===== config.mk =====
export PLATFORM = sky130hd
export DESIGN_NAME = accel_i2c_poll_sequencer
export DESIGN_NICKNAME = d
export VERILOG_FILES = /design/src/design/aips_pkg.sv /design/src/design/aips_front.sv /design/src/design/aips_queue.sv /design/src/design/aips_back.sv /design/src/design/accel_i2c_poll_sequencer.sv
export SDC_FILE = /design/constraint.sdc
export NUM_CORES = 1
export LEC_CHECK = 0
export BUFFER_PORTS_ARGS = -buffer_cell sky130_fd_sc_hd__buf_2
export CAP_MARGIN = 5
export CORE_MARGIN = 4
export CORE_UTILIZATION = 48
export DETAILED_ROUTE_END_ITERATION = 8
export GPL_TIMING_DRIVEN = 0
export MAX_ROUTING_LAYER = met4
export PLACE_DENSITY = 0.69
export SLEW_MARGIN = 20
export SYNTH_ARGS = -nofsm -noshare
export SYNTH_HDL_FRONTEND = slang
export SYNTH_SLANG_ARGS = --single-unit

===== constraint.sdc =====
create_clock -name clk_i -period 4.5 [get_ports clk_i]
set_input_delay 0.225 -clock clk_i [delete_from_list [all_inputs] [get_ports clk_i]]
set_output_delay 0.225 -clock clk_i [all_outputs]
set_load 0.1 [all_outputs]

===== src/design/aips_pkg.sv =====
`timescale 1ns / 1ps
package aips_pkg;

  localparam int unsigned QueueDepthDefault = 2;
  localparam int unsigned MaxSends = 3;
  localparam int unsigned MaxChars = 7;

  typedef enum logic [1:0] {
    KIND_TICK  = 2'd0,
    KIND_BUS   = 2'd1,
    KIND_BEGIN = 2'd2,
    KIND_ERROR = 2'd3
  } kind_e;

  typedef enum logic [2:0] {
    REG_DEVICE_ADDRESS   = 3'd0,
    REG_CONTROL_REGISTER = 3'd1,
    REG_CONTROL_VALUE    = 3'd2,
    REG_X_REGISTER       = 3'd3,
    REG_Y_REGISTER       = 3'd4
  } reg_idx_e;

  localparam logic [1:0] BufIrqKeep    = 2'd0;
  localparam logic [1:0] BufIrqEnable  = 2'd1;
  localparam logic [1:0] BufIrqDisable = 2'd2;

  localparam logic [7:0] CharX     = 8'h58;
  localparam logic [7:0] CharY     = 8'h59;
  localparam logic [7:0] CharMinus = 8'h2d;
  localparam logic [7:0] CharZero  = 8'h30;
  localparam logic [7:0] CharCr    = 8'h0d;
  localparam logic [7:0] CharLf    = 8'h0a;

  typedef struct packed {
    logic [1:0]        kind;
    logic              start_sent;
    logic              address_sent;
    logic              tx_empty;
    logic              byte_done;
    logic              rx_full;
    logic signed [7:0] rx_byte;
  } in_item_t;

  typedef struct packed {
    logic       send_valid;
    logic [7:0] send_byte;
    logic       request_start;
    logic       request_stop;
    logic       clear_ack;
    logic [1:0] buffer_irq;
    logic       timer_enable;
    logic       char_valid;
    logic [7:0] char_byte;
    logic       last;
  } out_item_t;

  typedef struct packed {
    logic [6:0] device_address;
    logic [7:0] control_register;
    logic [7:0] control_value;
    logic [7:0] x_register;
    logic [7:0] y_register;
  } cfg_t;

  localparam cfg_t CfgReset = '{
    device_address:   7'h1c,
    control_register: 8'h20,
    control_value:    8'h47,
    x_register:       8'h29,
    y_register:       8'h2b
  };

  typedef struct packed {
    logic                      request_start;
    logic                      request_stop;
    logic                      clear_ack;
    logic [1:0]                buffer_irq;
    logic                      timer_enable;
  } pulses_t;

  typedef struct packed {
    logic [MaxSends-1:0][7:0] sends;
    logic [1:0]               nsend;
    logic [MaxChars-1:0][7:0] chars;
    logic [2:0]               nchar;
    logic [2:0]               nres;
    pulses_t                  pulses;
  } job_t;

endpackage


===== src/design/aips_front.sv =====
`timescale 1ns / 1ps
module aips_front import aips_pkg::*; (
  input  logic     clk_i,
  input  logic     rst_ni,
  input  cfg_t     cfg_i,
  input  in_item_t item_i,
  input  logic     accept_i,
  output job_t     job_o
);

  logic initialised_q, initialised_d;
  logic second_start_q, second_start_d;
  logic axis_is_y_q, axis_is_y_d;

  logic [7:0]  dev;
  logic [7:0]  raw;
  logic [7:0]  mag;
  logic        hund;
  logic [6:0]  rem;
  logic [14:0] prod;
  logic [3:0]  tens;
  logic [6:0]  units_w;
  logic [3:0]  units;
  logic [1:0]  ns;
  logic [2:0]  nc;
  job_t        job;

  // binary to decimal, value at most 128
  always_comb begin
    raw     = item_i.rx_byte;
    mag     = raw[7] ? 8'(-raw) : raw;
    hund    = (mag >= 8'd100);
    rem     = hund ? 7'(mag - 8'd100) : mag[6:0];
    prod    = 15'(rem) * 15'd205;
    tens    = prod[14:11];
    units_w = rem - {tens, 3'b000} - {2'b00, tens, 1'b0};
    units   = units_w[3:0];
  end

  always_comb begin
    dev            = {cfg_i.device_address, 1'b0};
    job            = '0;
    ns             = '0;
    nc             = '0;
    initialised_d  = initialised_q;
    second_start_d = second_start_q;
    axis_is_y_d    = axis_is_y_q;

    unique case (item_i.kind)
      KIND_TICK: begin
        if (initialised_q) begin
          second_start_d           = 1'b0;
          axis_is_y_d              = 1'b0;
          job.pulses.request_start = 1'b1;
          job.pulses.buffer_irq    = BufIrqEnable;
        end
      end
      KIND_BEGIN: job.pulses.request_start = 1'b1;
      KIND_ERROR: job.pulses.request_stop = 1'b1;
      default: begin
        if (item_i.start_sent) begin
          if (!initialised_q || !second_start_q) begin
            job.sends[ns] = dev;
          end else begin
            job.sends[ns]        = dev | 8'h01;
            job.pulses.clear_ack = 1'b1;
          end
          ns = ns + 2'd1;
        end
        if (item_i.address_sent) begin
          if (!initialised_q) begin
            job.sends[ns] = cfg_i.control_register;
            ns = ns + 2'd1;
          end else if (!second_start_q) begin
            job.sends[ns] = axis_is_y_q ? cfg_i.y_register : cfg_i.x_register;
            ns = ns + 2'd1;
          end else begin
            job.pulses.request_stop = 1'b1;
          end
        end
        if (!initialised_q) begin
          if (item_i.tx_empty) begin
            job.sends[ns]         = cfg_i.control_value;
            ns                    = ns + 2'd1;
            job.pulses.buffer_irq = BufIrqDisable;
          end
          if (item_i.byte_done) begin
            initialised_d           = 1'b1;
            job.pulses.request_stop = 1'b1;
            job.pulses.timer_enable = 1'b1;
          end
        end else if (item_i.byte_done && !second_start_q) begin
          second_start_d           = 1'b1;
          job.pulses.request_start = 1'b1;
        end
        if (item_i.rx_full) begin
          job.chars[nc] = axis_is_y_q ? CharY : CharX;
          nc = nc + 3'd1;
          if (raw[7]) begin
            job.chars[nc] = CharMinus;
            nc = nc + 3'd1;
          end
          if (hund) begin
            job.chars[nc] = CharZero + 8'd1;
            nc = nc + 3'd1;
          end
          if (hund || rem >= 7'd10) begin
            job.chars[nc] = CharZero + 8'(tens);
            nc = nc + 3'd1;
          end
          job.chars[nc] = CharZero + 8'(units);
          nc = nc + 3'd1;
          if (axis_is_y_q) begin
            job.chars[nc] = CharCr;
            nc = nc + 3'd1;
            job.chars[nc] = CharLf;
            nc = nc + 3'd1;
            job.pulses.buffer_irq = BufIrqDisable;
          end else begin
            axis_is_y_d              = 1'b1;
            second_start_d           = 1'b0;
            job.pulses.request_start = 1'b1;
          end
        end
      end
    endcase

    job.nsend = ns;
    job.nchar = nc;
    if (nc == 3'd0 && ns == 2'd0) begin
      job.nres = 3'd1;
    end else if (3'(ns) > nc) begin
      job.nres = 3'(ns);
    end else begin
      job.nres = nc;
    end
  end

  assign job_o = job;

  always_ff @(posedge clk_i or negedge rst_ni) begin
    if (!rst_ni) begin
      initialised_q  <= 1'b0;
      second_start_q <= 1'b0;
      axis_is_y_q    <= 1'b0;
    end else if (accept_i) begin
      initialised_q  <= initialised_d;
      second_start_q <= second_start_d;
      axis_is_y_q    <= axis_is_y_d;
    end
  end

endmodule


===== src/design/aips_queue.sv =====
`timescale 1ns / 1ps
module aips_queue import aips_pkg::*; #(
  parameter int unsigned Depth = QueueDepthDefault
) (
  input  logic clk_i,
  input  logic rst_ni,
  input  logic wr_i,
  input  job_t wr_job_i,
  input  logic rd_i,
  output job_t rd_job_o,
  output logic full_o,
  output logic nonempty_o
);

  localparam int unsigned PtrW = (Depth > 1) ? $clog2(Depth) : 1;
  localparam int unsigned CntW = $clog2(Depth + 1);

  job_t            mem [Depth];
  logic [PtrW-1:0] wptr_q, rptr_q;
  logic [CntW-1:0] cnt_q;

  function automatic logic [PtrW-1:0] nxt(input logic [PtrW-1:0] p);
    return (p == PtrW'(Depth - 1)) ? '0 : p + PtrW'(1);
  endfunction

  assign full_o     = (cnt_q == CntW'(Depth));
  assign nonempty_o = (cnt_q != '0);
  assign rd_job_o   = mem[rptr_q];

  always_ff @(posedge clk_i) begin
    if (wr_i) begin
      mem[wptr_q] <= wr_job_i;
    end
  end

  always_ff @(posedge clk_i or negedge rst_ni) begin
    if (!rst_ni) begin
      wptr_q <= '0;
      rptr_q <= '0;
      cnt_q  <= '0;
    end else begin
      if (wr_i) begin
        wptr_q <= nxt(wptr_q);
      end
      if (rd_i) begin
        rptr_q <= nxt(rptr_q);
      end
      if (wr_i && !rd_i) begin
        cnt_q <= cnt_q + CntW'(1);
      end else if (rd_i && !wr_i) begin
        cnt_q <= cnt_q - CntW'(1);
      end
    end
  end

endmodule


===== src/design/aips_back.sv =====
`timescale 1ns / 1ps
module aips_back import aips_pkg::*; (
  input  logic      clk_i,
  input  logic      rst_ni,
  input  job_t      job_i,
  input  logic      job_valid_i,
  output logic      job_take_o,
  input  logic      pop_i,
  output logic      empty_o,
  output out_item_t item_o
);

  job_t       cur_q;
  logic       cur_valid_q;
  logic [2:0] idx_q, idx_d;
  logic       is_last;
  logic       take;
  logic       send_v;
  logic       char_v;

  assign is_last    = (idx_q == cur_q.nres - 3'd1);
  assign take       = job_valid_i && (!cur_valid_q || (pop_i && is_last));
  assign job_take_o = take;
  assign empty_o    = !cur_valid_q;

  assign send_v = (idx_q < 3'(cur_q.nsend));
  assign char_v = (idx_q < cur_q.nchar);

  always_comb begin
    item_o            = '0;
    item_o.send_valid = send_v;
    item_o.send_byte  = send_v ? cur_q.sends[idx_q[1:0]] : 8'h00;
    item_o.char_valid = char_v;
    item_o.char_byte  = char_v ? cur_q.chars[idx_q] : 8'h00;
    item_o.last       = is_last;
    if (idx_q == 3'd0) begin
      item_o.request_start = cur_q.pulses.request_start;
      item_o.request_stop  = cur_q.pulses.request_stop;
      item_o.clear_ack     = cur_q.pulses.clear_ack;
      item_o.buffer_irq    = cur_q.pulses.buffer_irq;
      item_o.timer_enable  = cur_q.pulses.timer_enable;
    end
  end

  always_comb begin
    idx_d = idx_q;
    if (pop_i && cur_valid_q) begin
      idx_d = is_last ? 3'd0 : idx_q + 3'd1;
    end
  end

  always_ff @(posedge clk_i) begin
    if (take) begin
      cur_q <= job_i;
    end
  end

  always_ff @(posedge clk_i or negedge rst_ni) begin
    if (!rst_ni) begin
      cur_valid_q <= 1'b0;
      idx_q       <= '0;
    end else begin
      idx_q <= idx_d;
      if (take) begin
        cur_valid_q <= 1'b1;
      end else if (pop_i && cur_valid_q && is_last) begin
        cur_valid_q <= 1'b0;
      end
    end
  end

endmodule


===== src/design/accel_i2c_poll_sequencer.sv =====
`timescale 1ns / 1ps
// Sequences an I2C master through one control register write and then periodic X/Y
// sample reads, and formats each sample as an ASCII record. Requests enter through a
// push/full port and are classified in the same cycle into bus actions and record
// characters; a short queue (QueueDepth entries) feeds the back end, which hands out
// one result per cycle on the empty/pop port while pop is high. A request yields
// max(bytes to send, record characters, 1) results, 1 to 7. With the back end idle,
// an accepted request is queued and then loaded into the back end's job register,
// which shows its first result. A new request is taken every cycle while the queue
// has room. Registers sit at byte offsets 0x00 to 0x10 of the APB port. The user
// must change them only while no request is in flight; the block does not check it.
module accel_i2c_poll_sequencer import aips_pkg::*; #(
  parameter int unsigned QueueDepth = QueueDepthDefault
) (
  input  logic        clk_i,
  input  logic        rst_ni,
  input  logic        push,
  output logic        full,
  input  in_item_t    in_item_i,
  output logic        empty,
  input  logic        pop,
  output out_item_t   out_item_o,
  input  logic        psel,
  input  logic        penable,
  input  logic        pwrite,
  input  logic [4:0]  paddr,
  input  logic [31:0] pwdata,
  output logic [31:0] prdata,
  output logic        pready
);

  cfg_t     cfg_q;
  reg_idx_e reg_idx;
  logic     accept;
  logic     q_full;
  logic     q_nonempty;
  logic     q_take;
  job_t     front_job;
  job_t     head_job;

  assign pready  = 1'b1;
  assign reg_idx = reg_idx_e'(paddr[4:2]);

  always_ff @(posedge clk_i or negedge rst_ni) begin
    if (!rst_ni) begin
      cfg_q <= CfgReset;
    end else if (psel && penable && pwrite && pready) begin
      unique case (reg_idx)
        REG_DEVICE_ADDRESS:   cfg_q.device_address   <= pwdata[6:0];
        REG_CONTROL_REGISTER: cfg_q.control_register <= pwdata[7:0];
        REG_CONTROL_VALUE:    cfg_q.control_value    <= pwdata[7:0];
        REG_X_REGISTER:       cfg_q.x_register       <= pwdata[7:0];
        REG_Y_REGISTER:       cfg_q.y_register       <= pwdata[7:0];
        default: ;
      endcase
    end
  end

  always_comb begin
    unique case (reg_idx)
      REG_DEVICE_ADDRESS:   prdata = 32'(cfg_q.device_address);
      REG_CONTROL_REGISTER: prdata = 32'(cfg_q.control_register);
      REG_CONTROL_VALUE:    prdata = 32'(cfg_q.control_value);
      REG_X_REGISTER:       prdata = 32'(cfg_q.x_register);
      REG_Y_REGISTER:       prdata = 32'(cfg_q.y_register);
      default:              prdata = '0;
    endcase
  end

  assign full   = q_full;
  assign accept = push && !q_full;

  aips_front u_front (
    .clk_i    (clk_i),
    .rst_ni   (rst_ni),
    .cfg_i    (cfg_q),
    .item_i   (in_item_i),
    .accept_i (accept),
    .job_o    (front_job)
  );

  aips_queue #(
    .Depth (QueueDepth)
  ) u_queue (
    .clk_i      (clk_i),
    .rst_ni     (rst_ni),
    .wr_i       (accept),
    .wr_job_i   (front_job),
    .rd_i       (q_take),
    .rd_job_o   (head_job),
    .full_o     (q_full),
    .nonempty_o (q_nonempty)
  );

  aips_back u_back (
    .clk_i       (clk_i),
    .rst_ni      (rst_ni),
    .job_i       (head_job),
    .job_valid_i (q_nonempty),
    .job_take_o  (q_take),
    .pop_i       (pop),
    .empty_o     (empty),
    .item_o      (out_item_o)
  );

endmodule


== After elaboration in Yosys (flattened, before gate mapping) ==
Memories as Yosys holds them, arrays and structs flattened. A register that Yosys moved wholly into a read port is not among the register bits.
Index checks and enable logic that the tools add are counted.

* Bitwise operators: 11
* Eq/ne operators: 9
* Multipliers: 1
* $add $sub $neg: 19
* Reduce and logical (&&, ||, !) cells: 47
* $lt $le $gt $ge: 21
* Muxes and demuxes: 117

{| class="wikitable"
|+ Operators with widths
! kind !! number
|-
| 56-bit two-way mux || 9
|-
| 24-bit two-way mux || 7
|-
| 8-bit two-way mux || 17
|-
| 8-bit demux with 3-bit select || 5
|-
| 56-bit bitwise mux || 2
|-
| 24-bit bitwise mux || 3
|-
| 35-bit NOT || 2
|-
| 3-bit two-way mux || 15
|-
| 42-bit bitwise AND || 1
|-
| 42-bit NOT || 1
|-
| 8-bit case mux with 5 select lines || 1
|-
| 10-bit by 35-bit bitwise AND with 35-bit output || 1
|-
| 35-bit bitwise AND || 1
|-
| 8-bit demux with 2-bit select || 2
|-
| 1-bit two-way mux || 32
|-
| 2-bit two-way mux || 14
|-
| 8-bit binary-select mux with 3-bit select || 1
|-
| 3-bit by 4-bit < comparator with 1-bit output, second input constant || 6
|-
| 21-bit OR || 1
|-
| 6-bit by 21-bit OR with 21-bit output || 1
|-
| 3-bit by 1-bit adder with 3-bit output, second input constant || 6
|-
| 1-bit logical AND || 18
|-
| 8-bit binary-select mux with 2-bit select || 1
|-
| 3-bit by 1-bit greater-or-equal comparator with 1-bit output, second input constant || 5
|-
| 39 further kinds || 73
|}

* Output and inout port bits: 60
* Word-level logic and storage cells: 239
* Bits in writable memories: 188
* Memories kept: 1
* Input port bits: 59
* Bits in registers: 50

{| class="wikitable"
|+ Memory list
! name !! depth !! bits a word !! rd ports !! clocked after memory_dff !! write ports !! line !! RTL
|-
| u_queue.mem || 2 || 94 || 1 || 1 || 1 || aips_queue.sv:18 || <nowiki>job_t mem [Depth];</nowiki>
|}

== Logic depth before layout (Yosys ltp) ==
Gate-level depths: netlist (run 1).

* Depth after elaboration: 22
* Mapped depth: 30
* Gate-level depth less buffers: 30

== Hierarchy ==
A second synthesis (run 1) with hierarchy kept.

* Cell total of the unflattened synthesis: 1284
* Area total of the unflattened synthesis: 17080.1 um2

{| class="wikitable"
|+ By module, submodules not included
! module !! area an instance (um2) !! cells an instance !! instances
|-
| aips_queue || 7183.1 || 309 || 1
|-
| aips_back || 3980.1 || 253 || 1
|-
| aips_front || 3789.9 || 558 || 1
|-
| accel_i2c_poll_sequencer || 2127.0 || 164 || 1
|}

== Worst setup path before layout (run 1) ==
No wires, ideal clock.

* Path kind: input to register
* Start point: input in_item_i[0] in the netlist's numbering
* End point: memory u_queue.mem[0][39] in the netlist's numbering (data pin)
* Arrival time: 6.601 ns
* Setup slack: -2.375 ns
* Path buffers: 0
* Library setup time: 0.274 ns
* Data required time: 4.226 ns
* Stages on the path: 28
* Path through: inv_1 -> ha_1 -> or3b_4 -> a211oi_4 -> o2111a_1 -> nor2_1 -> nand2_1 -> xor2_1 -> inv_1 -> ha_1 -> fa_1 -> ha_1 -> inv_1 -> fa_1 -> inv_1 -> ha_1 -> a21o_1 -> a21o_1 -> a211oi_1 -> a31oi_1 -> nor2_1 -> xnor2_1 -> ha_1 -> or3_1 -> a2111o_1 -> and2_4 -> a221oi_2 -> a21oi_1

{| class="wikitable"
|+ RTL lines
! item !! line !! RTL
|-
| start: declaration || accel_i2c_poll_sequencer.sv:19 || <nowiki>input in_item_t in_item_i,</nowiki>
|-
| end: declaration || aips_queue.sv:18 ||
|}

==> results of run 1 <==
[timing repair]
| action | in CTS | in global routing |
|---|---|---|
| setup buffers | 32 | 15 |
| endpoints found under the setup margin | 78 | 76 |
| gates resized for setup | 76 | 34 |
| hold endpoints to repair | 74 | 0 |
| pin swaps | 36 | 20 |
| hold buffers | 11 | 0 |
[sequential cells by signal (all words and copies together) (netlist names)]
signal / flops
cfg_q: 39
u_back.cur_q: 76
u_queue.wptr_q: 1
u_queue.rptr_q: 1
u_back.idx_q: 3
u_queue.cnt_q: 2
u_front.initialised_q: 1
u_front.second_start_q: 1
u_queue.mem: 152
u_back.cur_valid_q: 1
u_front.axis_is_y_q: 1
[cells by family (layout without fill, tap and decap cells)]
logic type	Yosys count	after routing
buffers and inverters	141	319
DFF	278	278
other	2	27
and+or+nand+nor	267	267
adders and majority gates	74	74
xor gates and xnor gates	32	32
AOI/OAI and AO/OA	185	185
muxes	159	159
[final cells by class]
class,instances,area [sq um]
fill,2382,12240
buffer,77,415.4
inverter,64,251.5
tap,390,488.0
timing repair buffer,124,950.9
multi-input combinational,743,6286
clock inverter,15,108.9
antenna,1,2.502
clock buffer,39,783.3
sequential,278,8117
[worst max-delay path: cells and delay by family]
| kind | cells | cell delay [ps] |
|---|---|---|
| adders and majority gates | 7 | 2210 |
| and+or+nand+nor | 8 | 1850 |
| AOI/OAI and AO/OA | 5 | 1530 |
| buffers and inverters | 5 | 650 |
| xor gates and xnor gates | 2 | 280 |
[final timing paths]
kind	slack [ps]	startpoint	end
min reg2reg	510	u_queue.mem[0][7]$_DFFE_PP_	u_back.cur_q[7]$_DFFE_PP_
max reg2reg	870	u_front.second_start_q$_DFFE_PN0P_	u_queue.mem[0][6]$_DFFE_PP_
max	-1930	in_item_i[0]	u_queue.mem[1][23]$_DFFE_PP_
max in group asynchronous	3740	rst_ni	cfg_q[21]$_DFFE_PN0P_
min in group asynchronous	240	rst_ni	u_back.cur_valid_q$_DFFE_PN0P_
min	20	in_item_i[13]	u_front.axis_is_y_q$_DFFE_PN0P_
[cell usage after synthesis, types with 15 or more instances]
library cell	n	share of area, %
mux2i_1	29	2.0
nand3_1	19	0.66
and2_1	20	0.87
a22oi_1	24	1.3
nand2_1	70	1.8
xnor2_1	20	1.2
nor2_1	91	2.4
dfstp_2	15	2.7
inv_1	64	1.7
a21oi_1	49	1.7
mux2_2	124	9.7
dfrtp_1	35	6.1
edfxtp_1	228	48
clkbuf_1	34	0.89
ha_1	65	5.7
o21ai_0	31	1.1
buf_4	29	1.5
[per-layer routing]
metal	track usage, %	vias up	routed length (um)
met5	-	-	0
met4	4.293	0	575
met3	2.416	52	1923
met2	32.87	322	16080
met1	30.27	4804	15770
li1	-	4522	-
[report_power, final]
group	switching [mW]	internal [mW]
clock network	0.958	1.28
logic	4.03	2.48
registers	0.226	3.63
[through the flow]
| stage | area (sq um) | utilization, % | total power [mW] |
|---|---|---|---|
| 2_1_floorplan | 14570 | - | 7.833 |
| 3_3_place_gp | 15370 | 51.87 | 9.026 |
| 3_5_place_dp | 15520 | 52.36 | 9.131 |
| 4_1_cts | 17140 | 57.83 | 12.25 |
| 5_1_grt | 17400 | 58.72 | 13.24 |
| 6_report | 17400 | 58.72 | 12.61 |
==> metrics.md, run 1 <==
| Metric | Value |
|---|---|
| Status | `complete, but fails checks` |
| Violated checks | `setup timing` |
| Synthesized area per cell | `12.65 sq um` |
| Vias in the first global route | `9574` |
| CP max-delay cell | `fa_1` |
| Clock Tree Buf Depth | `3` |
| DR DRC count | `0` |
| Total wire length after detailed routing | `34350 um` |
| Worst-Skew Late Latency | `550 ps` |
| Share of layout cells above drive strength 1 | `31.12%` |
| Pre-antenna DRT Iters | `5` |
| WP data required | `4810 ps` |
| Pins Over Slew Limit | `0` |
| CTS tree | `yes` |
| Critical Path Most Common Cell | `ha_1` |
| Clock Tree Root | `clkbuf_16` |
| Ys Warns | `0` |
| Sequential fraction of the synthesis area | `56.39%` |
| Cells after Synth | `1138` |
| Boundary Pins | `119` |
| Clock net sink count | `278` |
| Grt ovf | `0` |
| P&R area growth vs syn | `20.91%` |
| Largest net degree at the start of global routing | `51` |
| Post-route setup slack | `-1933 ps` |
| Post-synth ARST share | `17.99%` |
| Simple-Gate Fraction of Synth Area | `8.753%` |
| Commonest non-fill, non-tap cell in the layout | `edfxtp_1` |
| Max Cap Viol | `0` |
| Htree depth | `1` |
| Initial Utilization | `48.56%` |
| Mapped Area | `14390 sq um` |
| Cell depth of the worst flop-to-flop path | `13` |
| Final Cycle Share | `143.0%` |
| Critical path data arrival time | `6740 ps` |
| Headroom to the max-slew limit | `36.71%` |
| Clock transition at path regs | `60 ps` |
| Worst Tran Pin Value | `945.9 ps` |
| DIE WIDTH | `181.2 um` |
| Vias/cell | `5.604` |
| Number of synthesized flops with an enable pin | `228` |
| DP Wirelength | `24270 um` |
| Commonest non-fill, non-tap cells in the layout | `edfxtp_1, mux2_2, nor2_1` |
| Prevailing post-synth register cell | `edfxtp_1` |
| DP Worst Slack | `-3276 ps` |
| Final Hold Vio Count | `0` |
| Largest family of logic cells by synthesized area | `multiplexers` |
| Xor/xnor cell area share of the yosys netlist | `2.078%` |
| Max incr delay on CP | `480 ps` |
| Hold WC Path Type | `primary input to flop` |
| Final Setup Violations | `70` |
| Critical path endpoint category | `flop` |
| # rows | `63` |
| Synth Area in Adders | `6.902%` |
| Netlist cell types | `69` |
| First-pass GRT wire length | `53810 um` |
| Critical path class | `primary input to flop` |
| Die span in y | `181.2 um` |
| Routed len/inst | `19.84 um` |
| RePlAce Congestion | `0.9096` |
| Complex-gate fraction of the synthesized area | `8.675%` |
| DR vias | `9700` |
| Fmax | `155.5 MHz` |
| Hold_ws | `22.57 ps` |
| Multiplexer area fraction after synthesis | `12.66%` |
| Flops & latches, synth | `278` |
| Leakage | `6.734 nW` |
| Post-Route Setup TNS | `-70820 ps` |
| Initial antenna violation count | `1` |
| Post-route ant nets | `0` |
| Num CTS Buffers | `29` |
| Fin crit period | `6433 ps` |
| Skew final | `39.39 ps` |
| Core area | `29640 sq um` |
| Final Non-Filler Cells | `1731` |
| PortBufs | `63` |
| Tot GR Track Use | `21.05%` |
| Hold Crit Depth | `3` |
| P per Cell Area | `724.3 nW/um^2` |
| Die Area | `32820 sq um` |
| Startpoint types | `primary input` |
| Max IR drop VDD | `0.6369 mV` |
| Unrepaired setup endpoints after global routing | `yes` |
| Drt initial violations | `705` |
| Post-placement cell count | `1620` |
| CP Max Fanout | `6` |
| Nets | `1450` |
(Power assumes the default switching activity.)
==> inputs of run 2 (changes only) <==
--- a/config.mk
+++ b/config.mk
@@ -7,12 +7,13 @@
 export LEC_CHECK = 0
 export BUFFER_PORTS_ARGS = -buffer_cell sky130_fd_sc_hd__buf_2
 export CAP_MARGIN = 5
+export CORE_ASPECT_RATIO = 2
 export CORE_MARGIN = 4
-export CORE_UTILIZATION = 48
+export CORE_UTILIZATION = 55
 export DETAILED_ROUTE_END_ITERATION = 8
 export GPL_TIMING_DRIVEN = 0
 export MAX_ROUTING_LAYER = met4
-export PLACE_DENSITY = 0.69
+export PLACE_DENSITY = 0.77
 export SLEW_MARGIN = 20
 export SYNTH_ARGS = -nofsm -noshare
 export SYNTH_HDL_FRONTEND = slang
==> run 2 against run 1 <==
- the flow still finishes with violations (setup timing)
- combinational power is essentially flat
- final cell count fell by 3.0%
- critical endpoint is now u_queue.mem[0][47]$_DFFE_PP_
- power is 1.9% lower
- largest cell class unchanged
- worst setup slack better by 130 ps
- hold slack improved by 60 ps
- wire length is 2.7% lower
- die area down 12%
- via count down 0.43%
- highest routed layer unchanged
- non-clock buffer count increased by 8
==> metrics.md, run 2 (synthesis gave the netlist of run 1 again) <==
| Metric | Value |
|---|---|
| Critical Path Most Common Cell | `ha_4` |
| Critical path endpoint category | `flop` |
| WP data required | `4750 ps (-60 ps)` |
| Boundary Pins | `119 (unchanged)` |
| DR vias | `9658 (-0.43%)` |
| Pins Over Slew Limit | `0 (unchanged)` |
| Cell depth of the worst flop-to-flop path | `13 (unchanged)` |
| Commonest non-fill, non-tap cell in the layout | `edfxtp_1` |
| Reg-to-reg startpoint | `u_front.second_start_q$_DFFE_PN0P_` |
| DP Wirelength | `24660 um (+1.6%)` |
| Post-route ant nets | `0 (unchanged)` |
| Max FFs per register | `152 (unchanged)` |
| Pre-antenna DRT Iters | `5 (unchanged)` |
| Die span in y | `236.8 um (+31%)` |
| Core area | `25750 sq um (-13%)` |
| Final Cycle Share | `140.0% (-2.9 points)` |
| Startpoint types | `primary input` |
| Unrepaired setup endpoints after global routing | `yes` |
| Grt ovf | `0 (unchanged)` |
| DR DRC count | `0 (unchanged)` |
| Placed inst area | `15460 sq um (-0.40%)` |
| Violated checks | `setup timing` |
| Hold Crit Endpoint | `u_front.second_start_q$_DFFE_PN0P_` |
| Commonest non-fill, non-tap cells in the layout | `edfxtp_1, mux2_2, nor2_1` |
| Routed len/inst | `19.91 um (+0.31%)` |
| Total wire length after detailed routing | `33420 um (-2.7%)` |
| Clock net sink count | `278 (unchanged)` |
| Leakage | `6.703 nW (-0.45%)` |
| Clock transition at path regs | `70 ps (about the same)` |
| Hold WC Path Type | `primary input to flop` |
| Largest net degree at the start of global routing | `51 (unchanged)` |
| Headroom to the max-slew limit | `37.68% (+0.97 points)` |
| Drt initial violations | `700 (-0.71%)` |
| Num CTS Buffers | `23 (-21%)` |
| Post-placement cell count | `1570 (-3.1%)` |
| Nets | `1452 (+0.14%)` |
| P&R area growth vs syn | `20.50%` |
| Worst-Skew Late Latency | `530 ps (-20 ps)` |
| Die Area | `28980 sq um (-12%)` |
| Final Setup Violations | `52 (-26%)` |
| Initial antenna violation count | `1 (unchanged)` |
| Post-route setup slack | `-1801 ps (+131.8 ps)` |
| Share of layout cells above drive strength 1 | `32.11% (+0.99 points)` |
| Clock Tree Buf Depth | `3 (unchanged)` |
| Final Hold Vio Count | `0 (unchanged)` |
| Largest regs | `u_queue.mem (152), u_back.cur_q (76), cfg_q (39)` |
| Tot GR Track Use | `23.93% (+2.9 points)` |
| Hold Crit Depth | `4 (+1)` |
| CTS tree | `yes` |
| Fmax | `158.7 MHz (+2.1%)` |
| Vias in the first global route | `9899 (+3.4%)` |
| Vias/cell | `5.752 (+2.7%)` |
| Max Cap Viol | `0 (unchanged)` |
| DIE WIDTH | `122.4 um (-32%)` |
| First-pass GRT wire length | `52250 um (-2.9%)` |
| Fill count | `1879 (-21%)` |
| Register-to-Register Setup Slack | `970 ps (+100 ps)` |
| CP max-delay cell | `fa_1` |
| CP Max Fanout | `6 (unchanged)` |
| PortBufs | `63 (unchanged)` |
| # rows | `83 (+32%)` |
| Multi-input logic area | `6347 sq um (+0.98%)` |
| Critical path data arrival time | `6550 ps (-190 ps)` |
| Initial Utilization | `55.89% (+7.3 points)` |
| R2r endpoint | `u_queue.mem[1][6]$_DFFE_PP_` |
| Clock Tree Root | `clkbuf_16` |
| Worst Tran Pin Value | `934.8 ps (-11.13 ps)` |
| Biggest register | `u_queue.mem` |
| RePlAce Congestion | `0.9702 (+6.7%)` |
| Critical path class | `primary input to flop` |
| Fin crit period | `6301 ps (-131.8 ps)` |
| Hold_sp | `in_item_i[8]` |
| Htree depth | `1 (unchanged)` |
| Max incr delay on CP | `510 ps (+30 ps)` |
| Max IR drop VDD | `0.5465 mV (-14%)` |
| Skew final | `22.45 ps (-16.95 ps)` |
| Cell area after layout | `17340 sq um (-0.34%)` |
| Final Non-Filler Cells | `1679 (-3.0%)` |
| P per Cell Area | `712.7 nW/um^2 (-1.6%)` |
| Register area | `8117 sq um (unchanged)` |
| Status | `complete, but fails checks` |
[run 2: final cells by class]
| cell class | instances | share of cell area, % |
|---|---|---|
| Antenna cell | 3 | 0.04328 |
| Buffer | 77 | 2.424 |
| Clock buffer | 29 | 3.564 |
| Clock inverter | 13 | 0.7286 |
| Inverter | 64 | 1.436 |
| Multi-Input combinational cell | 743 | 36.60 |
| Sequential cell | 278 | 46.80 |
| Tap cell | 340 | 2.453 |
| Timing Repair Buffer | 132 | 5.959 |
[run 2: per-stage QoR]
stage	setup slack, ps	hold slack, ps	setup TNS [ps]	util [%]	power [mW]
after floorplan	-1973	-70.59	-66080	-	7.833
after global placement	-3378	477.9	-286670	59.44	9.026
after detailed placement	-3394	309.5	-172520	60.02	9.148
after CTS	-1794	56.96	-56460	65.81	12.09
after global routing	-2018	88.93	-73790	67.34	12.99
final	-1801	83.05	-62180	67.34	12.36
[run 2: worst max path at each step]
| stage | from | end | slack, ps | depth (start not counted) |
|---|---|---|---|---|
| after floorplan | in_item_i[0] | u_queue.mem[0][39]$_DFFE_PP_ | -1970 | 28 |
| after CTS | in_item_i[0] | u_queue.mem[0][31]$_DFFE_PP_ | -1790 | 31 |
| after detailed placement | in_item_i[0] | u_queue.mem[0][31]$_DFFE_PP_ | -3390 | 28 |
| after global routing | in_item_i[0] | u_queue.mem[0][47]$_DFFE_PP_ | -2020 | 32 |
| final | in_item_i[0] | u_queue.mem[0][47]$_DFFE_PP_ | -1800 | 32 |
| after global placement | in_item_i[0] | u_queue.mem[0][31]$_DFFE_PP_ | -3380 | 28 |
[run 2: report_power, final]
group          internal (mW)  switching (mW)
Clock                   1.10           0.866
Sequential              3.62           0.237
Combinational           2.50            4.04
Total                   7.22            5.14
[run 2: metal layers]
metal / track usage (%) / up-vias / wire length [um]
li1: - / 4526 / -
met1: 25.52 / 4652 / 11520
met2: 42.99 / 347 / 18250
met3: 2.629 / 133 / 1740
met4: 12.10 / 0 / 1909
met5: - / - / 0
[run 2: worst max-delay path: cells and delay by family]
| family | cells | cell delay [ps] |
|---|---|---|
| adder cells (fa/ha/maj) | 7 | 2100 |
| AND/OR/NAND/NOR | 9 | 1590 |
| AO/OA/AOI/OAI | 5 | 1350 |
| buffers and inverters | 8 | 770 |
| XOR/XNOR | 3 | 490 |
[run 2: what timing repair did]
action                                  4_1_cts  5_1_grt
pin swaps                                    39       30
hold endpoints to repair                     77        0
gates cloned                                  0        0
endpoints found under the setup margin       78       75
hold buffers                                 13        0
gates resized for setup                      80       53
setup buffers                                29       23
==> inputs of run 3 (changes only) <==
--- a/config.mk
+++ b/config.mk
@@ -7,7 +7,7 @@
 export LEC_CHECK = 0
 export BUFFER_PORTS_ARGS = -buffer_cell sky130_fd_sc_hd__buf_2
 export CAP_MARGIN = 5
-export CORE_ASPECT_RATIO = 2
+export CORE_ASPECT_RATIO = 1.75
 export CORE_MARGIN = 4
 export CORE_UTILIZATION = 55
 export DETAILED_ROUTE_END_ITERATION = 8
==> constraint.sdc (replaced) <==
create_clock -name clk_i -period 4.5 [get_ports clk_i]
set_input_delay 0.675 -clock clk_i [delete_from_list [all_inputs] [get_ports clk_i]]
set_output_delay 0.675 -clock clk_i [all_outputs]
set_load 0.1 [all_outputs]
==> run 3 against run 2 <==
- the flow still finishes with violations (setup timing)
- worst setup slack worse by 590 ps
- clock skew is 2.8 ps higher
- fmax is 8.6% lower
- first-iteration DRC count is 10% higher
- utilization is 1.3 points higher
- global-route usage is 0.078 points lower
- final cell count is 0.42% lower
- sequential cell count stayed put
- sequential power hardly changed
- critical endpoint unchanged
==> metrics.md, run 3 (synthesis gave the netlist of run 1 again) <==
| Metric | Value |
|---|---|
| Reg-to-reg startpoint | `u_front.second_start_q$_DFFE_PN0P_` |
| Final Cycle Share | `153.2% (+13 points)` |
| Tot GR Track Use | `23.85% (-0.078 points)` |
| Cell depth of the worst flop-to-flop path | `13 (unchanged)` |
| Commonest non-fill, non-tap cell in the layout | `edfxtp_1` |
| Fin crit period | `6896 ps (+594.8 ps)` |
| Critical path data arrival time | `7140 ps (+590 ps)` |
| Vias/cell | `5.935 (+3.2%)` |
| Skew final | `25.28 ps (+2.837 ps)` |
| P&R area growth vs syn | `23.41%` |
| Met2 WL | `18460 um (+1.1%)` |
| Combinational fraction of design power | `53.0% (about the same)` |
| Max FFs per register | `152 (unchanged)` |
| R2r endpoint | `u_queue.mem[1][6]$_DFFE_PP_` |
| Nets | `1467 (+1.0%)` |
| Clock power frac | `16.6% (+0.7 points)` |
| Unrepaired setup endpoints after global routing | `yes` |
| Share of layout cells above drive strength 1 | `36.76% (+4.6 points)` |
| Die Area | `28930 sq um (-0.19%)` |
| Fmax | `145.0 MHz (-8.6%)` |
| DIE WIDTH | `130.3 um (+6.5%)` |
| Biggest register | `u_queue.mem` |
| Critical Path Most Common Cell | `ha_4` |
| DR top layer | `met4` |
| Pins Over Slew Limit | `0 (unchanged)` |
| CP max-delay cell | `fa_1` |
| CP Max Fanout | `10 (+4)` |
| Htree depth | `1 (unchanged)` |
| Routed wl met3 | `1867 um (+7.3%)` |
| Largest net degree at the start of global routing | `51 (unchanged)` |
| Num CTS Buffers | `24 (+4.3%)` |
| Leakage | `6.869 nW (+2.5%)` |
| Initial antenna violation count | `0 (-1)` |
| Max IR drop VDD | `0.5541 mV (+1.4%)` |
| Commonest non-fill, non-tap cells in the layout | `edfxtp_1, mux2_2, buf_4` |
| P per Cell Area | `715.5 nW/um^2 (+0.40%)` |
| Headroom to the max-slew limit | `34.16% (-3.5 points)` |
| # rows | `78 (-6.0%)` |
| WP data required | `4750 ps (about the same)` |
| PortBufs | `63 (unchanged)` |
| Placed inst area | `15420 sq um (-0.21%)` |
| Post-layout util | `68.68% (+1.3 points)` |
| Pint | `7.466 mW (+3.4%)` |
| DP Wirelength | `23940 um (-2.9%)` |
| Drt initial violations | `770 (+10%)` |
| Power, Total | `12.71 mW (+2.8%)` |
| Boundary Pins | `119 (unchanged)` |
| Final Hold Vio Count | `0 (unchanged)` |
| Clock transition at path regs | `70 ps (about the same)` |
| Pre-antenna DRT Iters | `9 (+4)` |
| Final Setup Violations | `76 (+46%)` |
| Clock Tree Buf Depth | `3 (unchanged)` |
| Post-route ant nets | `0 (unchanged)` |
| Status | `complete, but fails checks` |
| Core area | `25860 sq um (+0.42%)` |
| Critical path endpoint category | `flop` |
| Hold WC Path Type | `primary input to asynchronous set/reset pin` |
| Worst Tran Pin Value | `984.0 ps (+49.16 ps)` |
| Antenna Cells | `0 (-3)` |
| Switching power | `5.245 mW (+2.0%)` |
| Max Cap Viol | `0 (unchanged)` |
| Post-route setup slack | `-2396 ps (-594.8 ps)` |
| Critical path class | `primary input to flop` |
| First-pass GRT wire length | `52520 um (+0.51%)` |
| Metal-1 WL | `12620 um (+9.5%)` |
| Largest regs | `u_queue.mem (152), u_back.cur_q (76), cfg_q (39)` |
| DR vias | `9923 (+2.7%)` |
| Sw Share | `41.26% (-0.32 points)` |
| DR DRC count | `0 (unchanged)` |
| Startpoint types | `primary input` |
| Violated checks | `setup timing` |
| Initial Utilization | `55.66% (-0.23 points)` |
| RePlAce Congestion | `0.9512 (-2.0%)` |
| Clock net sink count | `278 (unchanged)` |
| Total wire length after detailed routing | `34440 um (+3.0%)` |
| CTS tree | `yes` |
| Grt ovf | `0 (unchanged)` |
| Cell area after layout | `17760 sq um (+2.4%)` |
| Seq pwr share | `30.4% (-0.8 points)` |
| Post-Route Setup TNS | `-101750 ps (-39570 ps)` |
| Register-to-Register Setup Slack | `1060 ps (+90 ps)` |
| Routed len/inst | `20.60 um (+3.5%)` |
| Clock Tree Root | `clkbuf_16` |
| Max incr delay on CP | `510 ps (about the same)` |
| Die span in y | `222.0 um (-6.2%)` |
| Vias in the first global route | `9874 (-0.25%)` |
| Worst-Skew Late Latency | `530 ps (about the same)` |
run 3: changes by cell type in the layout (fill, tap and decap cells not counted), moves of 4 or more:
cell	change
nand2_1	-4
ha_1	-6
clkinv_2	+4
buf_4	+17
dlygate4sd3_1	-13
buf_6	+10
a21oi_1	-4
run 3: power groups by stage:
stage	registers [mW]	logic [mW]	clock network, mW
after floorplan	3.86	3.97	0
after global placement	3.95	5.03	0
after detailed placement	3.91	5.19	0
after CTS	3.86	6.29	2.14
after global routing	3.91	7.15	2.25
final	3.86	6.74	2.11
run 3: worst max-delay path: cells and delay by family:
family / cells / cell delay [ps]
buffers and inverters: 9 / 1160
xor gates and xnor gates: 4 / 720
adders and majority gates: 7 / 2170
AOI/OAI and AO/OA: 6 / 1230
and+or+nand+nor: 6 / 1190
run 3: how the worst max path moves through the flow:
| stage | slack [ps] | endpoint | from |
|---|---|---|---|
| detailed placement | -3830 | u_queue.mem[0][31]$_DFFE_PP_ | in_item_i[0] |
| CTS | -2240 | u_queue.mem[0][31]$_DFFE_PP_ | in_item_i[0] |
| global placement | -3640 | u_queue.mem[0][31]$_DFFE_PP_ | in_item_i[0] |
| finish | -2400 | u_queue.mem[0][47]$_DFFE_PP_ | in_item_i[7] |
| floorplan | -2420 | u_queue.mem[0][39]$_DFFE_PP_ | in_item_i[0] |
| global route | -2640 | u_queue.mem[1][47]$_DFFE_PP_ | in_item_i[7] |
run 3: cell type report:
cell class                 count  area (sq um)
timing repair buffer         146          1127
inverter                      64         255.2
clock buffer                  28         615.6
sequential                   278          8117
clock inverter                16         198.9
tap                          320         400.4
buffer                        77         442.9
fill                        1736          8099
multi-input combinational    743          6606
run 3: through the flow:
| step | cells | worst slack (ps) | hold WS (ps) |
|---|---|---|---|
| detailed placement | 1550 | -3833 | 507.3 |
| global placement | 1545 | -3637 | 478.9 |
| floorplan | 1162 | -2423 | 379.4 |
| finish | 1672 | -2396 | 165.6 |
| CTS | 1627 | -2244 | 190.1 |
| global route | 1672 | -2636 | 231.1 |
run 3: layer usage:
metal / GRT usage, % / vias to the layer above
li1: - / 4544
met1: 27.80 / 4866
met2: 41.44 / 392
met3: 2.604 / 121
met4: 9.732 / 0
met5: - / -
run 3: what timing repair did:
| action | 4_1_cts | 5_1_grt |
|---|---|---|
| pin swaps | 42 | 52 |
| gates resized for setup | 95 | 109 |
| buffers inserted | 34 | 46 |
| hold buffers | 0 | 0 |
| setup endpoints to repair | 80 | 74 |
